File: src/cau_pkg.sv
// ----------------------------------------------------------------------------
// cau_pkg
// Shared codes and the side record that travels down the divider chain.
// ----------------------------------------------------------------------------
`default_nettype none

package cau_pkg;

    localparam int FIELD_BITS = 16;

    // operation codes carried in tuser
    localparam logic [1:0] K_SUB = 2'd0;
    localparam logic [1:0] K_MUL = 2'd1;
    localparam logic [1:0] K_DIV = 2'd2;

    // per-item data that rides alongside the division cells
    typedef struct packed {
        logic [1:0]            kind;
        logic [FIELD_BITS-1:0] res_re;   // subtract or multiply result
        logic [FIELD_BITS-1:0] res_im;
        logic                  ovf;      // subtract or multiply overflow
        logic                  dz;       // zero divisor
        logic [1:0]            neg;      // quotient sign, im in bit 1
        logic [1:0]            big;      // quotient beyond the word range
    } t_side;

endpackage

`default_nettype wire

File: src/cau_div_cell.sv
// ----------------------------------------------------------------------------
// cau_div_cell
// One restoring division step for the real and imaginary lanes.
// ----------------------------------------------------------------------------
`default_nettype none

module cau_div_cell #(
    parameter int DW = 32,
    parameter int QW = 16
) (
    input  wire                         i_clk,
    input  wire                         i_en,
    input  wire  [1:0][DW-1:0]          i_rem,
    input  wire  [1:0][QW-1:0]          i_low,
    input  wire  [1:0][QW-1:0]          i_q,
    input  wire  [DW-1:0]               i_d,
    input  wire  cau_pkg::t_side        i_side,
    output logic [1:0][DW-1:0]          o_rem,
    output logic [1:0][QW-1:0]          o_low,
    output logic [1:0][QW-1:0]          o_q,
    output logic [DW-1:0]               o_d,
    output cau_pkg::t_side              o_side
);

    logic [1:0][DW-1:0] n_rem;
    logic [1:0][QW-1:0] n_low;
    logic [1:0][QW-1:0] n_q;

    always_comb begin
        logic [DW:0] t;
        logic        ge;
        for (int l = 0; l < 2; l++) begin
            t  = {i_rem[l], i_low[l][QW-1]};
            ge = (t >= {1'b0, i_d});
            if (ge) begin
                t = t - {1'b0, i_d};
            end
            n_rem[l] = t[DW-1:0];
            n_low[l] = {i_low[l][QW-2:0], 1'b0};
            n_q[l]   = {i_q[l][QW-2:0], ge};
        end
    end

    always_ff @(posedge i_clk) begin
        if (i_en) begin
            o_rem  <= n_rem;
            o_low  <= n_low;
            o_q    <= n_q;
            o_d    <= i_d;
            o_side <= i_side;
        end
    end

endmodule

`default_nettype wire

File: config.mk
export PLATFORM = sky130hd
export DESIGN_NAME = cau_div_cell
export DESIGN_NICKNAME = d
export VERILOG_FILES = /design/src/cau_pkg.sv /design/src/cau_div_cell.sv
export SDC_FILE = /design/constraint.sdc
export NUM_CORES = 1
export LEC_CHECK = 0
export BUFFER_PORTS_ARGS = -buffer_cell sky130_fd_sc_hd__buf_2
export CORE_AREA = 2 2 157 159
export CTS_CLUSTER_SIZE = 14
export DETAILED_ROUTE_END_ITERATION = 16
export DIE_AREA = 0 0 159 161
export PLACE_DENSITY_LB_ADDON = 0.15
export RECOVER_POWER = 50
export SETUP_SLACK_MARGIN = 0.3
export SYNTH_ARGS = -nofsm -noshare
export SYNTH_HDL_FRONTEND = slang
export SYNTH_SLANG_ARGS = --single-unit
File: constraint.sdc
create_clock -name i_clk -period 4.7 [get_ports i_clk]
set_input_delay 0.94 -clock i_clk [delete_from_list [all_inputs] [get_ports i_clk]]
set_output_delay 0.94 -clock i_clk [all_outputs]
set_load 0.01 [all_outputs]
==> results of run 1 <==
==> metal layers <==
| metal | part of all wire (%) | track usage [%] |
|---|---|---|
| met5 | 0.17 | 0 |
| met4 | 2.4 | 8.388 |
| met3 | 6.5 | 5.804 |
| met2 | 50 | 40.47 |
| met1 | 41 | 27.97 |
==> path summary, 6_finish.rpt <==
path | slack (ps) | endpoint | depth (start not counted) | from
max | 1060 | o_rem[11]$_DFFE_PP_ | 13 | i_d[1]
min | 670 | o_low[31]$_DFFE_PP_ | 1 | i_low[30]
==> sequential cells by signal (all words and copies together) (netlist names) <==
name / flops
o_low: 30
o_side: 40
o_d: 32
o_q: 32
o_rem: 64
==> layout make-up <==
type                    count  area (sq um)
well taps                 324         405.4
repair buffers            404          1974
diodes                      5         12.51
inverters                  61         229.0
fillers                  2222         10460
clock buffers              17         425.4
clock inverters            15         188.9
flip-flops and latches    198          5946
multi-input cells         594          4322
==> cell usage in the layout, fill, tap and decap left out, drive strengths merged, types with 46 or more instances in the layout <==
master,n
o21ai,58
nand2,67
inv,68
edfxtp,198
clkbuf,100
a21oi,60
buf,321
nor2,46
ha,64
==> logic make-up after synthesis <==
family	Yosys count	synth area share [%]
DFF	198	55.82
xor gates and xnor gates	47	3.865
AOI/OAI and AO/OA	234	14.51
and+or+nand+nor	207	9.397
buffers and inverters	86	3.641
other	1	0.03521
adders and majority gates	66	7.894
muxes	38	4.840
==> per-stage QoR <==
| stage | hold WS [ps] | utilization (%) | std cells | total power (uW) | instance area [sq um] |
|---|---|---|---|---|---|
| 5_1_grt | 651.5 | 56.34 | 1617 | 5092 | 13500 |
| 2_1_floorplan | 1039 | - | 878 | 2947 | 10660 |
| 3_5_place_dp | 1118 | 54.20 | 1581 | 3403 | 12990 |
| 3_3_place_gp | 1117 | 54.20 | 1581 | 3394 | 12990 |
| 4_1_cts | 653.3 | 56.76 | 1613 | 4924 | 13600 |
| 6_report | 672.6 | 56.35 | 1618 | 4862 | 13500 |
==> power groups by stage <==
stage	sequential [uW]	combinational [uW]	clock, uW
finish	2210	1140	1510
global route	2230	1240	1620
CTS	2210	1160	1550
detailed placement	2250	1160	0
global placement	2250	1150	0
floorplan	2360	586	0
==> worst max-delay path: cells and delay by family <==
| kind | cells | cell delay [ps] |
|---|---|---|
| compound gates | 4 | 1090 |
| fa+ha+maj | 1 | 310 |
| buf+inv | 4 | 830 |
| mux | 1 | 330 |
| simple gates | 3 | 290 |
==> results.sh, run 1 <==
export IMPL_chipWidth_um=159
export IMPL_timing_final_setup_violations=0
export IMPL_setup_ws_ps=1061
export IMPL_synthTopCellsByCount="sky130_fd_sc_hd__edfxtp_1, sky130_fd_sc_hd__nand2_1, sky130_fd_sc_hd__ha_1, sky130_fd_sc_hd__inv_1, sky130_fd_sc_hd__a21oi_1"
export IMPL_syn2layout_area_growth_pct=26.77
export IMPL_clock_path_buffers=2
export IMPL_maximum_achievable_frequency_mhz=274.8
export IMPL_grt_first_pass_wirelength_um=45030
export IMPL_number_of_antenna_violations_at_the_first_check_in_global_routing=8
export IMPL_route_detailed_wl_per_inst_um=19.00
export IMPL_place_ws_ps=679.7
export IMPL_die_height_um=161
export IMPL_dp_final_hpwl_um=24480
export IMPL_place_port_buffers=397
export IMPL_status="finished with violations"
export IMPL_signal_arrival_time_at_the_worst_endpoint_ps=3820
export IMPL_ys_ff_latch=198
export IMPL_yosys_warnings=0
export IMPL_post_cts_setup_buffers=0
export IMPL_syn_inst=877
export IMPL_clock_tree_root_cell="sky130_fd_sc_hd__clkbuf_16"
export IMPL_core_sq_um=23960
export IMPL_combPwrFrac_pct=23.4
export IMPL_cts_tree="built"
export IMPL_synth_most_common_cell="sky130_fd_sc_hd__edfxtp_1"
export IMPL_switching_part_of_the_total_power_pct=30.35
export IMPL_gpl_final_weighted_congestion=0.9089
export IMPL_cts_hold_buffers_added=0
export IMPL_failed_checks="max-capacitance violations, max-slew violations"
export IMPL_detail_route_vias_per_cell=5.214
export IMPL_layout_cell_share_with_drive_strength_beyond_1_pct=30.64
export IMPL_ys_top_cells_by_area="sky130_fd_sc_hd__edfxtp_1, sky130_fd_sc_hd__ha_1, sky130_fd_sc_hd__mux2_4, sky130_fd_sc_hd__a21oi_1, sky130_fd_sc_hd__o21ai_0"
export IMPL_drcViolationCount=0
export IMPL_yosys_area_top_type="sky130_fd_sc_hd__edfxtp_1"
export IMPL_cts_buffers_inserted=17
export IMPL_setup_tns_final_ps=0
export IMPL_grt_setup_unrepaired="no"
export IMPL_synth_cell_area_sq_um=10650
export IMPL_h_tree_depth=4
export IMPL_cts_num_sinks=198
export IMPL_period_share_pct=77.42
export IMPL_hold_viol=0
export IMPL_crit_path_frequent_cell="sky130_fd_sc_hd__a21oi_1"
export IMPL_cts_clk_slew_worst_paths_ps=90
export IMPL_initialDrtViolationCount=535
export IMPL_initial_core_util_pct=44.45
export IMPL_power_per_cell_area_nw_per_um2=360.1
export IMPL_power_clock_fraction_pct=31.1
export IMPL_grt_start_max_net_pins=110
export IMPL_drt_wl_total_um=30740
export IMPL_measured_slew_at_the_worst_slew_check_pin_ps=2795
export IMPL_ys_types=69
export IMPL_number_of_synthesized_flops_with_an_enable_pin=198
export IMPL_grt_overflow_total=0
export IMPL_crit_slowest_cell="sky130_fd_sc_hd__o311ai_1"
export IMPL_synth_async_reset_ratio_pct=0
export IMPL_io_pins=402
export IMPL_min_period_ps=3639
export IMPL_routed_via_count=8437
export IMPL_synth_area_per_cell_sq_um=12.15
export IMPL_internal_power_uw=3387
export IMPL_critical_path_max_stage_delay_ps=460
export IMPL_worstSetupStartpointType="primary input"
export IMPL_pwr_share_seq_pct=45.5
export IMPL_via_count_of_the_first_global_routing_pass=7885
export IMPL_rows=57
export IMPL_endpoint_kind="flop"
export IMPL_floorplan_die_area_sq_um=25600
export IMPL_ant_nets=0
export IMPL_layout_nets=1544
export IMPL_setup_worst_path_class="primary input to flop"
export IMPL_p_leak_uw=0.005863
export IMPL_synth_seq_area_share_pct=55.82
export IMPL_crit_path_max_fanout=26
export IMPL_ys_flop_type="sky130_fd_sc_hd__edfxtp_1"
export IMPL_final_max_slew_viol_count=109
export IMPL_yosysTopAreaCellShare_pct=55.82
export IMPL_worst_endpoint_required_ps=4880
export IMPL_crit_chain="clkbuf_1, inv_1, ha_1, nand2b_1, a21oi_1, o31ai_2, o311ai_1, nand3_1, a21oi_1, nor4_4, inv_2, buf_12, mux2_4"
export IMPL_p_switching_uw=1475
export IMPL_drt_first_pass_iters=5
export IMPL_globalRouteTotalUtil_pct=23.19
export IMPL_drv_cap=1
export IMPL_vdd_ir_drop_max_mv=0.2043
export IMPL_cts_resized=0
export IMPL_max_slew_margin_rel_pct=-86.34
export IMPL_worstHoldPathType="primary input to flop"
Power figures use the tool's default switching activity.
==> run 2, diff against run 1 <==
--- a/config.mk
+++ b/config.mk
@@ -5,11 +5,12 @@
 export SDC_FILE = /design/constraint.sdc
 export NUM_CORES = 1
 export LEC_CHECK = 0
+export ABC_AREA = 1
 export BUFFER_PORTS_ARGS = -buffer_cell sky130_fd_sc_hd__buf_2
-export CORE_AREA = 2 2 157 159
+export CORE_MARGIN = 2
+export CORE_UTILIZATION = 52
 export CTS_CLUSTER_SIZE = 14
 export DETAILED_ROUTE_END_ITERATION = 16
-export DIE_AREA = 0 0 159 161
 export PLACE_DENSITY_LB_ADDON = 0.15
 export RECOVER_POWER = 50
 export SETUP_SLACK_MARGIN = 0.3
==> constraint.sdc (replaced) <==
create_clock -name i_clk -period 3.7 [get_ports i_clk]
set_input_delay 0.74 -clock i_clk [delete_from_list [all_inputs] [get_ports i_clk]]
set_output_delay 0.74 -clock i_clk [all_outputs]
set_load 0.01 [all_outputs]
==> results.sh, run 2 <==
export IMPL_detail_route_vias_per_cell=4.952
export IMPL_critical_path_max_stage_delay_ps=660
export IMPL_setup_worst_path_class="primary input to flop"
export IMPL_dp_final_hpwl_um=29600
export IMPL_syn_inst=1494
export IMPL_syn2layout_area_growth_pct=23.75
export IMPL_route_detailed_wl_per_inst_um=16.44
export IMPL_h_tree_depth=4
export IMPL_crit_slowest_cell="sky130_fd_sc_hd__nor2_4"
export IMPL_layout_nets=2166
export IMPL_drt_wl_total_um=36730
export IMPL_initial_core_util_pct=52.50
export IMPL_worst_endpoint_required_ps=3900
export IMPL_synth_seq_area_share_pct=48.69
export IMPL_place_ws_ps=93.23
export IMPL_cts_hold_buffers_added=0
export IMPL_status="finished with violations"
export IMPL_mostFrequentLayoutCell="sky130_fd_sc_hd__nand2_1"
export IMPL_vdd_ir_drop_max_mv=0.2877
export IMPL_met1_length_um=15610
export IMPL_grt_first_pass_wirelength_um=54560
export IMPL_yosys_area_top_type="sky130_fd_sc_hd__edfxtp_1"
export IMPL_synth_area_per_cell_sq_um=8.174
export IMPL_hold_viol=0
export IMPL_number_of_antenna_violations_at_the_first_check_in_global_routing=3
export IMPL_initialDrtViolationCount=804
export IMPL_clock_tree_root_cell="sky130_fd_sc_hd__clkbuf_16"
export IMPL_yosysTopAreaCellShare_pct=48.69
export IMPL_ys_flop_type="sky130_fd_sc_hd__edfxtp_1"
export IMPL_crit_chain="clkbuf_1, inv_1, ha_1, nand2_2, nor2_2, nand2_1, nor2_2, nand2_1, nor2_2, nor2_4, nand2_8, o21ai_0"
export IMPL_register_with_the_most_flip_flops="o_rem"
export IMPL_min_period_ps=3230
export IMPL_via_count_of_the_first_global_routing_pass=10190
export IMPL_biggestRegsByFlops="o_rem: 64 flops, o_side: 40 flops"
export IMPL_clock_path_buffers=2
export IMPL_cp_startpoint="i_d[16]"
export IMPL_measured_slew_at_the_worst_slew_check_pin_ps=1773
export IMPL_io_pins=402
export IMPL_p_leak_uw=0.008051
export IMPL_cts_resized=0
export IMPL_yosys_warnings=0
export IMPL_cts_num_sinks=198
export IMPL_routed_wl_met3_um=2325
export IMPL_ys_types=35
export IMPL_synth_most_common_cell="sky130_fd_sc_hd__nand2_1"
export IMPL_worstSetupStartpointType="primary input"
export IMPL_ys_ff_latch=198
export IMPL_drt_first_pass_iters=5
export IMPL_ant_nets=0
export IMPL_failed_checks="max-capacitance violations, max-slew violations"
export IMPL_post_cts_setup_buffers=0
export IMPL_power_per_cell_area_nw_per_um2=423.2
export IMPL_globalRouteTotalUtil_pct=29.11
export IMPL_grt_setup_unrepaired="no"
export IMPL_route_met2_wl_um=18070
export IMPL_chipWidth_um=157.2
export IMPL_final_cell_mix="sky130_fd_sc_hd__nand2_1, sky130_fd_sc_hd__buf_2, sky130_fd_sc_hd__inv_1"
export IMPL_maximum_achievable_frequency_mhz=309.6
export IMPL_period_share_pct=87.31
export IMPL_crit_path_frequent_cell="sky130_fd_sc_hd__nor2_2"
export IMPL_route_top_layer_used="met4"
export IMPL_die_height_um=157.2
export IMPL_endpoint_kind="flop"
export IMPL_grt_start_max_net_pins=67
export IMPL_core_sq_um=23260
export IMPL_worstHoldPathType="primary input to flop"
export IMPL_drv_cap=1
export IMPL_fillCellCount=2080
export IMPL_synth_cell_area_sq_um=12210
export IMPL_floorplan_die_area_sq_um=24730
export IMPL_crit_path_max_fanout=31
export IMPL_layout_cell_share_with_drive_strength_beyond_1_pct=24.65
export IMPL_synthTopCellsByCount="sky130_fd_sc_hd__nand2_1, sky130_fd_sc_hd__inv_1, sky130_fd_sc_hd__edfxtp_1, sky130_fd_sc_hd__nand3_1, sky130_fd_sc_hd__nor2_1"
export IMPL_drcViolationCount=0
export IMPL_setup_tns_final_ps=0
export IMPL_synth_async_reset_ratio_pct=0
export IMPL_place_port_buffers=397
export IMPL_holdPathStages=1
export IMPL_ys_top_cells_by_area="sky130_fd_sc_hd__edfxtp_1, sky130_fd_sc_hd__nand2_1, sky130_fd_sc_hd__inv_1, sky130_fd_sc_hd__ha_1, sky130_fd_sc_hd__nand3_1"
export IMPL_cts_buffers_inserted=17
export IMPL_number_of_synthesized_flops_with_an_enable_pin=198
export IMPL_routed_via_count=11060
export IMPL_worstHoldStart="i_side[22]"
export IMPL_setup_ws_ps=469.6
export IMPL_grt_overflow_total=0
export IMPL_final_max_slew_viol_count=67
export IMPL_gpl_final_weighted_congestion=0.9663
export IMPL_cts_tree="built"
export IMPL_rows=56
export IMPL_signal_arrival_time_at_the_worst_endpoint_ps=3430
export IMPL_flip_flop_count_of_the_largest_register_all_copies_and_words_added=64
export IMPL_cts_clk_slew_worst_paths_ps=90
export IMPL_timing_final_setup_violations=0
export IMPL_max_slew_margin_rel_pct=-18.19
==> run 2: cell count changes in the layout (fill, tap and decap cells not counted), moves of 21 or more <==
cell | previous run | this run
sky130_fd_sc_hd__a21o_1 | 30 | 1
sky130_fd_sc_hd__a21oi_1 | 58 | 37
sky130_fd_sc_hd__buf_2 | 314 | 372
sky130_fd_sc_hd__clkbuf_1 | 82 | 25
sky130_fd_sc_hd__inv_1 | 59 | 277
sky130_fd_sc_hd__mux2_4 | 26 | 0
sky130_fd_sc_hd__nand2_1 | 67 | 572
sky130_fd_sc_hd__nand3_1 | 21 | 117
sky130_fd_sc_hd__nor2_1 | 46 | 71
sky130_fd_sc_hd__o21ai_0 | 54 | 3
sky130_fd_sc_hd__xnor2_1 | 27 | 2
==> run 2: cell type report <==
| class | instances | area (sq um) | share of cell area, % |
|---|---|---|---|
| timing repair buffer | 405 | 2012 | 13.31 |
| clock inverter | 14 | 215.2 | 1.424 |
| tap | 319 | 399.1 | 2.641 |
| multi-input combinational | 995 | 5046 | 33.39 |
| clock buffer | 18 | 429.2 | 2.840 |
| inverter | 281 | 1055 | 6.980 |
| antenna | 4 | 10.01 | 0.06624 |
| sequential | 198 | 5946 | 39.34 |
==> run 2: final timing paths <==
check                    to  slack (ps)
max     o_rem[32]$_DFFE_PP_         470
min    o_side[22]$_DFFE_PP_         450
==> run 2: cell families after synthesis <==
| logic type | share of synthesized area [%] |
|---|---|
| AND/OR/NAND/NOR | 30.41 |
| buffers and inverters | 10.02 |
| flip-flops | 48.69 |
| adder cells (fa/ha/maj) | 6.885 |
| AO/OA/AOI/OAI | 1.957 |
| XOR/XNOR | 2.008 |
| other | 0.03071 |
==> run 2: stage by stage <==
step	area, sq um	util, %	std cells	total power, uW	hold slack [ps]
floorplan	12220	-	1495	3791	838.9
global placement	14530	62.45	2198	4387	916.6
detailed placement	14530	62.45	2198	4418	918.1
CTS	15170	65.22	2230	6414	444.0
global route	15110	64.94	2232	6677	448.3
finish	15110	64.96	2234	6396	454.2
==> run 2: power by group <==
part           switching, uW  internal, uW
logic                   1020           557
registers               52.0          2750
clock network            971          1050
total                   2040          4350
==> run 2: routing by layer <==
metal	GRT usage, %	up-vias
li1	-	5522
met1	38.78	5096
met2	49.39	402
met3	3.552	43
met4	9.784	0
met5	0	-
==> run 2: critical path: cells and delay by family <==
kind,cells,cell delay [ps]
simple gates,8,1430
compound gates,1,450
buf+inv,2,420
fa+ha+maj,1,390
